## src/rtl/mdio_mm_pkg.sv

```systemverilog
`default_nettype none
// ----------------------------------------------------------------------------
// mdio_mm_pkg
// Types and constants shared by the clause 22 MDIO management master.
// ----------------------------------------------------------------------------
package mdio_mm_pkg;

   localparam int BitPosWidth   = 7;
   localparam int PrescaleWidth = 6;
   localparam int HalfWidth     = 7;
   localparam int DataWidth     = 16;
   localparam int FrameBits     = 32;
   localparam int ReadDriveBits = 14;
   localparam int EventBit      = 23;
   localparam int OpRdBit       = 29;
   localparam int OpWrBit       = 28;
   localparam int MaxHalf       = 64;
   localparam logic [HalfWidth-1:0] HalfReset = 7'd14;

   typedef enum logic [1:0] {
      MODE_WRITE = 2'd0,
      MODE_READ  = 2'd1,
      MODE_TICK  = 2'd2
   } mode_type;

   typedef enum logic {
      SEL_FRAME = 1'b0,
      SEL_EVENT = 1'b1
   } sel_type;

   typedef enum logic {
      CSR_MDC_HALF_PERIOD = 1'b0,
      CSR_PREAMBLE_SKIP   = 1'b1
   } csr_index_type;

   typedef struct packed {
      logic [HalfWidth-1:0] mdc_half_period;
      logic                 preamble_skip;
   } cfg_type;

   typedef struct packed {
      logic [1:0]  mode;
      logic        reg_select;
      logic        mdio_in;
      logic [31:0] write_data;
   } req_item_type;

   // packed so read_data sits in the low bits
   typedef struct packed {
      logic        busy_res;
      logic        event_flag;
      logic        mdio_drive;
      logic        mdio_out;
      logic        mdc;
      logic [31:0] read_data;
   } rsp_item_type;

endpackage : mdio_mm_pkg
`default_nettype wire

```

## src/rtl/mdio_mm_core.sv

```systemverilog
`default_nettype none
// ----------------------------------------------------------------------------
// mdio_mm_core
// Frame state, MDC prescaler and bit shifter; computes one result per beat.
// ----------------------------------------------------------------------------
module mdio_mm_core
   import mdio_mm_pkg::*;
#(
   parameter int PREAMBLE_BITS = 32
) (
   input  wire logic         clock,
   input  wire logic         reset,
   input  wire logic         en,
   input  wire req_item_type item,
   input  wire cfg_type      cfg,
   output rsp_item_type      result
);

   logic [31:0]              frame_word_ff, frame_word_in;
   logic                     event_ff, event_in;
   logic                     shifting_ff, shifting_in;
   logic [PrescaleWidth-1:0] prescale_ff, prescale_in;
   logic [BitPosWidth-1:0]   bit_pos_ff, bit_pos_in;
   logic                     clock_level_ff, clock_level_in;
   logic [DataWidth-1:0]     read_shift_ff, read_shift_in;

   always_ff @(posedge clock) begin
      if (reset) begin
         frame_word_ff  <= '0;
         event_ff       <= 1'b0;
         shifting_ff    <= 1'b0;
         prescale_ff    <= '0;
         bit_pos_ff     <= '0;
         clock_level_ff <= 1'b0;
         read_shift_ff  <= '0;
      end else if (en) begin
         frame_word_ff  <= frame_word_in;
         event_ff       <= event_in;
         shifting_ff    <= shifting_in;
         prescale_ff    <= prescale_in;
         bit_pos_ff     <= bit_pos_in;
         clock_level_ff <= clock_level_in;
         read_shift_ff  <= read_shift_in;
      end
   end

   logic [BitPosWidth-1:0] pre_len;
   logic [HalfWidth-1:0]   half;
   logic                   read_frame;

   assign pre_len    = cfg.preamble_skip ? '0 : BitPosWidth'(PREAMBLE_BITS);
   assign read_frame = frame_word_ff[OpRdBit] & ~frame_word_ff[OpWrBit];

   always_comb begin
      if (cfg.mdc_half_period == '0) begin
         half = HalfWidth'(1);
      end else if (cfg.mdc_half_period > HalfWidth'(MaxHalf)) begin
         half = HalfWidth'(MaxHalf);
      end else begin
         half = cfg.mdc_half_period;
      end
   end

   logic [BitPosWidth-1:0] fb;
   logic [BitPosWidth-1:0] bit_pos_inc;
   logic                   read_next;
   logic [BitPosWidth-1:0] fb_next;

   always_comb begin
      frame_word_in    = frame_word_ff;
      event_in         = event_ff;
      shifting_in      = shifting_ff;
      prescale_in      = prescale_ff;
      bit_pos_in       = bit_pos_ff;
      clock_level_in   = clock_level_ff;
      read_shift_in    = read_shift_ff;
      result.read_data = '0;
      fb               = bit_pos_ff - pre_len;
      bit_pos_inc      = bit_pos_ff + BitPosWidth'(1);

      case (mode_type'(item.mode))
         MODE_WRITE: begin
            if (sel_type'(item.reg_select) == SEL_FRAME) begin
               if (!shifting_ff) begin
                  frame_word_in  = item.write_data;
                  shifting_in    = 1'b1;
                  bit_pos_in     = '0;
                  prescale_in    = '0;
                  clock_level_in = 1'b0;
                  read_shift_in  = '0;
               end
            end else if (item.write_data[EventBit]) begin
               event_in = 1'b0;
            end
         end
         MODE_READ: begin
            if (sel_type'(item.reg_select) == SEL_EVENT) begin
               result.read_data           = '0;
               result.read_data[EventBit] = event_ff;
            end else begin
               result.read_data = frame_word_ff;
            end
         end
         MODE_TICK: begin
            if (shifting_ff) begin
               if ({1'b0, prescale_ff} + HalfWidth'(1) < half) begin
                  prescale_in = prescale_ff + PrescaleWidth'(1);
               end else begin
                  prescale_in    = '0;
                  clock_level_in = ~clock_level_ff;
                  if (!clock_level_ff) begin
                     // rising MDC: sample read data
                     if (bit_pos_ff >= pre_len && read_frame
                         && fb >= BitPosWidth'(DataWidth)
                         && fb < BitPosWidth'(FrameBits)) begin
                        read_shift_in = {read_shift_ff[DataWidth-2:0], item.mdio_in};
                     end
                  end else begin
                     bit_pos_in = bit_pos_inc;
                     if (bit_pos_inc >= pre_len + BitPosWidth'(FrameBits)) begin
                        if (read_frame) begin
                           frame_word_in[DataWidth-1:0] = read_shift_ff;
                        end
                        shifting_in    = 1'b0;
                        bit_pos_in     = '0;
                        clock_level_in = 1'b0;
                        event_in       = 1'b1;
                     end
                  end
               end
            end
         end
         default: begin
         end
      endcase

      // pins reflect the state after this beat
      read_next         = frame_word_in[OpRdBit] & ~frame_word_in[OpWrBit];
      fb_next           = bit_pos_in - pre_len;
      result.mdio_drive = 1'b0;
      result.mdio_out   = 1'b0;
      if (shifting_in) begin
         if (bit_pos_in < pre_len) begin
            result.mdio_drive = 1'b1;
            result.mdio_out   = 1'b1;
         end else if (fb_next < BitPosWidth'(FrameBits)
                      && !(read_next && fb_next >= BitPosWidth'(ReadDriveBits))) begin
            result.mdio_drive = 1'b1;
            result.mdio_out   = frame_word_in[~fb_next[4:0]];
         end
      end
      result.mdc        = clock_level_in;
      result.event_flag = event_in;
      result.busy_res   = shifting_in;
   end

   a_idle_quiet: assert property (@(posedge clock) disable iff (reset)
      !shifting_ff |-> (!clock_level_ff && bit_pos_ff == '0))
      else $error("idle with MDC high or nonzero bit position");

   a_done_event: assert property (@(posedge clock) disable iff (reset)
      $fell(shifting_ff) |-> event_ff)
      else $error("frame ended without event");

   a_start_clean: assert property (@(posedge clock) disable iff (reset)
      $rose(shifting_ff) |-> (prescale_ff == '0 && read_shift_ff == '0))
      else $error("frame started with stale prescaler or read data");

endmodule : mdio_mm_core
`default_nettype wire

```

## src/rtl/mdio_management_master_top.sv

```systemverilog
`default_nettype none
// ----------------------------------------------------------------------------
// mdio_management_master_top
// Clause 22 MDIO management master: register access and tick stream in,
// register read data and pin levels out.
//
//   channel  dir  handshake        payload
//   req      in   tvalid/tready    tdata: write_data, mdio_in; tuser: mode, reg_select
//   rsp      out  tvalid/tready    tdata: read_data, mdc, mdio_out, mdio_drive,
//                                         event_flag, busy_res
//   csr      in   we               addr: register index, wdata: value
//
// One beat per clock while rsp is not stalled; input register, then result register.
// Synchronous reset returns core state, valid flags and configuration to defaults.
// A stalled rsp holds the result; req keeps accepting while the input stage
// can drain into the result register.
// ----------------------------------------------------------------------------
module mdio_management_master_top
   import mdio_mm_pkg::*;
#(
   parameter int PREAMBLE_BITS = 32
) (
   input  wire logic        clock,
   input  wire logic        reset,
   input  wire logic        req_tvalid,
   output logic             req_tready,
   input  wire logic [39:0] req_tdata,  // write_data[31:0], mdio_in[32], zero pad
   input  wire logic [2:0]  req_tuser,  // mode[1:0], reg_select[2]
   output logic             rsp_tvalid,
   input  wire logic        rsp_tready,
   output logic [39:0]      rsp_tdata,  // read_data[31:0], mdc, mdio_out, mdio_drive,
                                        // event_flag, busy_res, zero pad
   input  wire logic        csr_we,
   input  wire logic        csr_addr,
   input  wire logic [6:0]  csr_wdata
);

   logic [HalfWidth-1:0] mdc_half_period_ff;
   logic                 preamble_skip_ff;
   cfg_type              cfg;

   always_ff @(posedge clock) begin
      if (reset) begin
         mdc_half_period_ff <= HalfReset;
         preamble_skip_ff   <= 1'b0;
      end else if (csr_we) begin
         case (csr_index_type'(csr_addr))
            CSR_MDC_HALF_PERIOD: mdc_half_period_ff <= csr_wdata;
            CSR_PREAMBLE_SKIP:   preamble_skip_ff   <= csr_wdata[0];
            default: begin
            end
         endcase
      end
   end

   assign cfg.mdc_half_period = mdc_half_period_ff;
   assign cfg.preamble_skip   = preamble_skip_ff;

   logic         in_valid_ff, in_valid_in;
   req_item_type in_item_ff;
   logic         rsp_valid_ff, rsp_valid_in;
   rsp_item_type rsp_item_ff;
   rsp_item_type core_result;
   logic         advance;

   assign advance    = in_valid_ff & (~rsp_valid_ff | rsp_tready);
   assign req_tready = ~in_valid_ff | advance;

   always_comb begin
      in_valid_in = in_valid_ff;
      if (req_tvalid && req_tready) begin
         in_valid_in = 1'b1;
      end else if (advance) begin
         in_valid_in = 1'b0;
      end
      rsp_valid_in = rsp_valid_ff;
      if (advance) begin
         rsp_valid_in = 1'b1;
      end else if (rsp_tready) begin
         rsp_valid_in = 1'b0;
      end
   end

   always_ff @(posedge clock) begin
      if (reset) begin
         in_valid_ff  <= 1'b0;
         rsp_valid_ff <= 1'b0;
      end else begin
         in_valid_ff  <= in_valid_in;
         rsp_valid_ff <= rsp_valid_in;
      end
   end

   always_ff @(posedge clock) begin
      if (req_tvalid && req_tready) begin
         in_item_ff.mode       <= req_tuser[1:0];
         in_item_ff.reg_select <= req_tuser[2];
         in_item_ff.mdio_in    <= req_tdata[32];
         in_item_ff.write_data <= req_tdata[31:0];
      end
      if (advance) begin
         rsp_item_ff <= core_result;
      end
   end

   mdio_mm_core #(
      .PREAMBLE_BITS(PREAMBLE_BITS)
   ) u_core (
      .clock  (clock),
      .reset  (reset),
      .en     (advance),
      .item   (in_item_ff),
      .cfg    (cfg),
      .result (core_result)
   );

   assign rsp_tvalid = rsp_valid_ff;
   assign rsp_tdata  = {3'b000, rsp_item_ff};

endmodule : mdio_management_master_top
`default_nettype wire

```

## config.mk

```make
export PLATFORM = sky130hd
export DESIGN_NAME = mdio_management_master_top
export DESIGN_NICKNAME = d
export VERILOG_FILES = /design/src/rtl/mdio_mm_pkg.sv /design/src/rtl/mdio_mm_core.sv /design/src/rtl/mdio_management_master_top.sv
export SDC_FILE = /design/constraint.sdc
export NUM_CORES = 1
export LEC_CHECK = 0
export BUFFER_PORTS_ARGS = -buffer_cell sky130_fd_sc_hd__buf_2
export CAP_MARGIN = 20
export CORE_ASPECT_RATIO = 0.7
export CORE_MARGIN = 2
export CORE_UTILIZATION = 62
export DETAILED_ROUTE_END_ITERATION = 7
export GPL_ROUTABILITY_DRIVEN = 0
export PLACE_DENSITY = 0.85
export SKIP_LAST_GASP = 1
export SLEW_MARGIN = 20
export SYNTH_ARGS = -nofsm -noshare
export SYNTH_HDL_FRONTEND = slang
export SYNTH_HIERARCHICAL = 1
export SYNTH_SLANG_ARGS = --single-unit
```

## constraint.sdc

```tcl
create_clock -name clock -period 8.16 [get_ports clock]
set_input_delay 0 -clock clock [delete_from_list [all_inputs] [get_ports clock]]
set_output_delay 0 -clock clock [all_outputs]
set_load 0.01 [all_outputs]
```

==> flow_metrics.env <==
export IMPL_setup_violations=0
export IMPL_via_per_inst=6.23
export IMPL_io_buffers=87
export IMPL_htreeDepth=4
export IMPL_clk_pin_slew_ps=60
export IMPL_ys_types=76
export IMPL_ys_flop_type="dfxtp_1"
export IMPL_clockBufferDepth=2
export IMPL_status="finished clean"
export IMPL_placed_area_um2=7290
export IMPL_avgSynthCellArea_um2=10.3
export IMPL_crit_buf_inv=0
export IMPL_grt_pass1_vias=5635
export IMPL_holdPathEnd="mdc_half_period_ff[6]"
export IMPL_hpwl_um=10900
export IMPL_hold_start="csr_we"
export IMPL_relSlewSlack_pct=36.4
export IMPL_required_ps=8420
export IMPL_initial_core_util_pct=64.9
export IMPL_synth_area_leaders="edfxtp_1 (32%), dfxtp_1 (22%), nand2_1 (4.7%), a21oi_1 (4.0%), nor2_1 (3.2%)"
export IMPL_wirelength_um=18500
export IMPL_track_usage_pct=32.7
export IMPL_crit_type="flop to flop"
export IMPL_dieArea_um2=11900
export IMPL_vias=5928
export IMPL_drtIter0Drc=801
export IMPL_reg2reg_to="rsp_tdata[33]"
export IMPL_rsz0062_at_grt="no"
export IMPL_critical_path_cell_chain="ha_1 -> nand3_1 -> nor2_1 -> xnor2_1 -> ha_1 -> a21oi_1 -> o21ai_1 -> or3_1 -> nor4_1 -> a21oi_1 -> ha_1 -> ha_1 -> nand2_1 -> a21oi_1 -> o211ai_1 -> o21ai_1"
export IMPL_area_growth_syn_to_layout_pct=24.0
export IMPL_synth_seq_cells=147
export IMPL_io_pins=98
export IMPL_hold_violations=0
export IMPL_grt_overflow=0
export IMPL_p_leak_nw=3.27
export IMPL_row_count=31
export IMPL_final_area_um2=8460
export IMPL_setup_tns_final_ps=0
export IMPL_yosysMostFrequentCell="nand2_1"
export IMPL_clock_sinks=147
export IMPL_period_share_pct=54.3
export IMPL_core_region_area_um2=10500
export IMPL_end_kind="flop"
export IMPL_final_nets=862
export IMPL_synth_top_area_share_pct=32.1
export IMPL_yosysSeqAreaShare_pct=53.9
export IMPL_critPathLaunchType="flop"
export IMPL_cp_data_arrival_time_ps=4690
export IMPL_post_cts_repair_setup_buffers=0
export IMPL_cts_root_buffer="clkbuf_16"
export IMPL_drive_gt1_share_pct=18.5
export IMPL_crit_slowest_cell="dfxtp_1"
export IMPL_crit_top_cell="ha_1"
export IMPL_ant_nets=0
export IMPL_path_max_fanout=7
export IMPL_antenna_found_initial=0
export IMPL_synth_area_um2=6820
export IMPL_rr_worst_depth=16
export IMPL_synth_warnings=6
export IMPL_synth_edf_count=73
export IMPL_cts_buffers=17
export IMPL_final_util_pct=80.5
export IMPL_die_y_um=91.7
export IMPL_die_x_um=129
export IMPL_cts_resized=0
export IMPL_grt_max_degree=82
export IMPL_antenna_cells=0
export IMPL_synth_top_area_cell="edfxtp_1"
export IMPL_timing_fmax_mhz=226
export IMPL_crit_family="compound AO/OA/AOI/OAI gates"
export IMPL_slowest_delay_ps=520
export IMPL_finClkSkew_ps=12.2
export IMPL_reg2reg_slack_ps=3730
export IMPL_final_max_slew_viol_count=0
export IMPL_drc=0
export IMPL_drv_cap=0
export IMPL_async_reset_ff_share_pct=0
export IMPL_synth_common_cells="nand2_1 (86), dfxtp_1 (74), edfxtp_1 (73)"
export IMPL_power_density_nw_per_um2=207
export IMPL_grt_pass1_wl_um=29500
export IMPL_cts_tree="done"
export IMPL_wl_per_cell_um=19.5
export IMPL_r2r_start="u_core/bit_pos_ff[1]"
export IMPL_hold_class="primary input to flop"
export IMPL_tightest_slew_ps=954
export IMPL_hold_depth=3
export IMPL_nFillCells=614
export IMPL_ctsHoldBuffers=55
export IMPL_clk_latency_ps=420
export IMPL_period_needed_ps=4430
export IMPL_syn_inst=665
export IMPL_ir_drop_mv=0.170
export IMPL_drt_pass1_iterations=6
-- how the worst max path moves through the flow --
| stage | end | cells past startpoint | slack (ps) | from |
|---|---|---|---|---|
| 2_1_floorplan | rsp_tdata[33] | 16 | 4720 | u_core/bit_pos_ff[1] |
| 3_3_place_gp | rsp_tdata[33] | 16 | 4220 | u_core/bit_pos_ff[1] |
| 3_5_place_dp | rsp_tdata[33] | 16 | 4090 | u_core/bit_pos_ff[1] |
| 4_1_cts | rsp_tdata[33] | 16 | 3980 | u_core/bit_pos_ff[1] |
| 5_1_grt | rsp_tdata[33] | 16 | 3480 | u_core/bit_pos_ff[1] |
| 6_report | rsp_tdata[33] | 16 | 3730 | u_core/bit_pos_ff[1] |
-- metal layers --
metal / GRT usage [%] / share of wire (%) / vias up / wire, um
met3: 8.11 / 13 / 59 / 2330
met1: 46.0 / 41 / 2715 / 7510
met5: 0 / 0 / - / 0
met4: 12.3 / 2.6 / 0 / 473
met2: 48.9 / 44 / 481 / 8200
li1: - / - / 2673 / -
-- stage by stage --
step / worst slack [ps] / hold slack, ps / power [mW] / instances
after floorplan: 4720 / 98.9 / 0.888 / 667
after global placement: 4220 / 176 / 0.921 / 865
after detailed placement: 4090 / 178 / 0.927 / 865
after CTS: 3980 / 92.3 / 1.75 / 952
after global routing: 3480 / 130 / 1.80 / 952
final: 3730 / 113 / 1.75 / 952
-- registers in the layout, indices dropped and copies added (netlist names) --
name / cells
u_core/event_ff: 1
u_core/shifting_ff: 1
preamble_skip_ff: 1
u_core/read_shift_ff: 16
mdc_half_period_ff: 7
in_item_ff: 36
in_valid_ff: 1
rsp_tvalid: 1
u_core/prescale_ff: 6
u_core/bit_pos_ff: 7
u_core/clock_level_ff: 1
rsp_tdata: 37
u_core/frame_word_ff: 32
-- placed cells by master (no fill, tap or decap), types with 16 or more instances in the layout --
cell,Yosys,layout
buf_2,3,87
nand2_1,86,86
dfxtp_1,74,74
edfxtp_1,73,73
nor2_1,59,59
dlygate4sd3_1,0,55
a21oi_1,54,54
and3_1,34,34
nand3_1,24,24
mux2i_1,18,18
clkbuf_16,0,18
o21ai_0,19,18
a22oi_1,16,16
-- kinds of logic after synthesis --
| logic type | count (synthesis) | share of synthesized area, % |
|---|---|---|
| adder cells (fa/ha/maj) | 15 | 2.75 |
| flip-flops | 147 | 53.9 |
| AND/OR/NAND/NOR | 255 | 18.6 |
| buffers and inverters | 59 | 4.04 |
| multiplexers | 24 | 3.80 |
| AO/OA/AOI/OAI | 157 | 16.0 |
| other | 1 | 0.0550 |
| XOR/XNOR | 7 | 0.899 |
-- layout make-up --
type	count	area [um2]	share of cell area [%]
sequential	147	3670	43.4
multi-input combinational	461	2890	34.2
timing repair buffer	149	1040	12.3
clock buffer	20	458	5.41
tap	148	185	2.19
clock inverter	12	156	1.85
inverter	15	56.3	0.666
-- worst register-to-register path: cells and delay by family, from the launching register on --
kind | cells | cell delay [ps]
AO/OA/AOI/OAI | 6 | 1320
AND/OR/NAND/NOR | 5 | 1160
adder cells (fa/ha/maj) | 4 | 1110
flip-flops | 1 | 520
XOR/XNOR | 1 | 190
-- power breakdown --
part           switching [mW]  internal, mW
combinational          0.0698        0.0523
sequential             0.0153         0.800
clock                   0.314         0.500
Power figures use the tool's default switching activity.
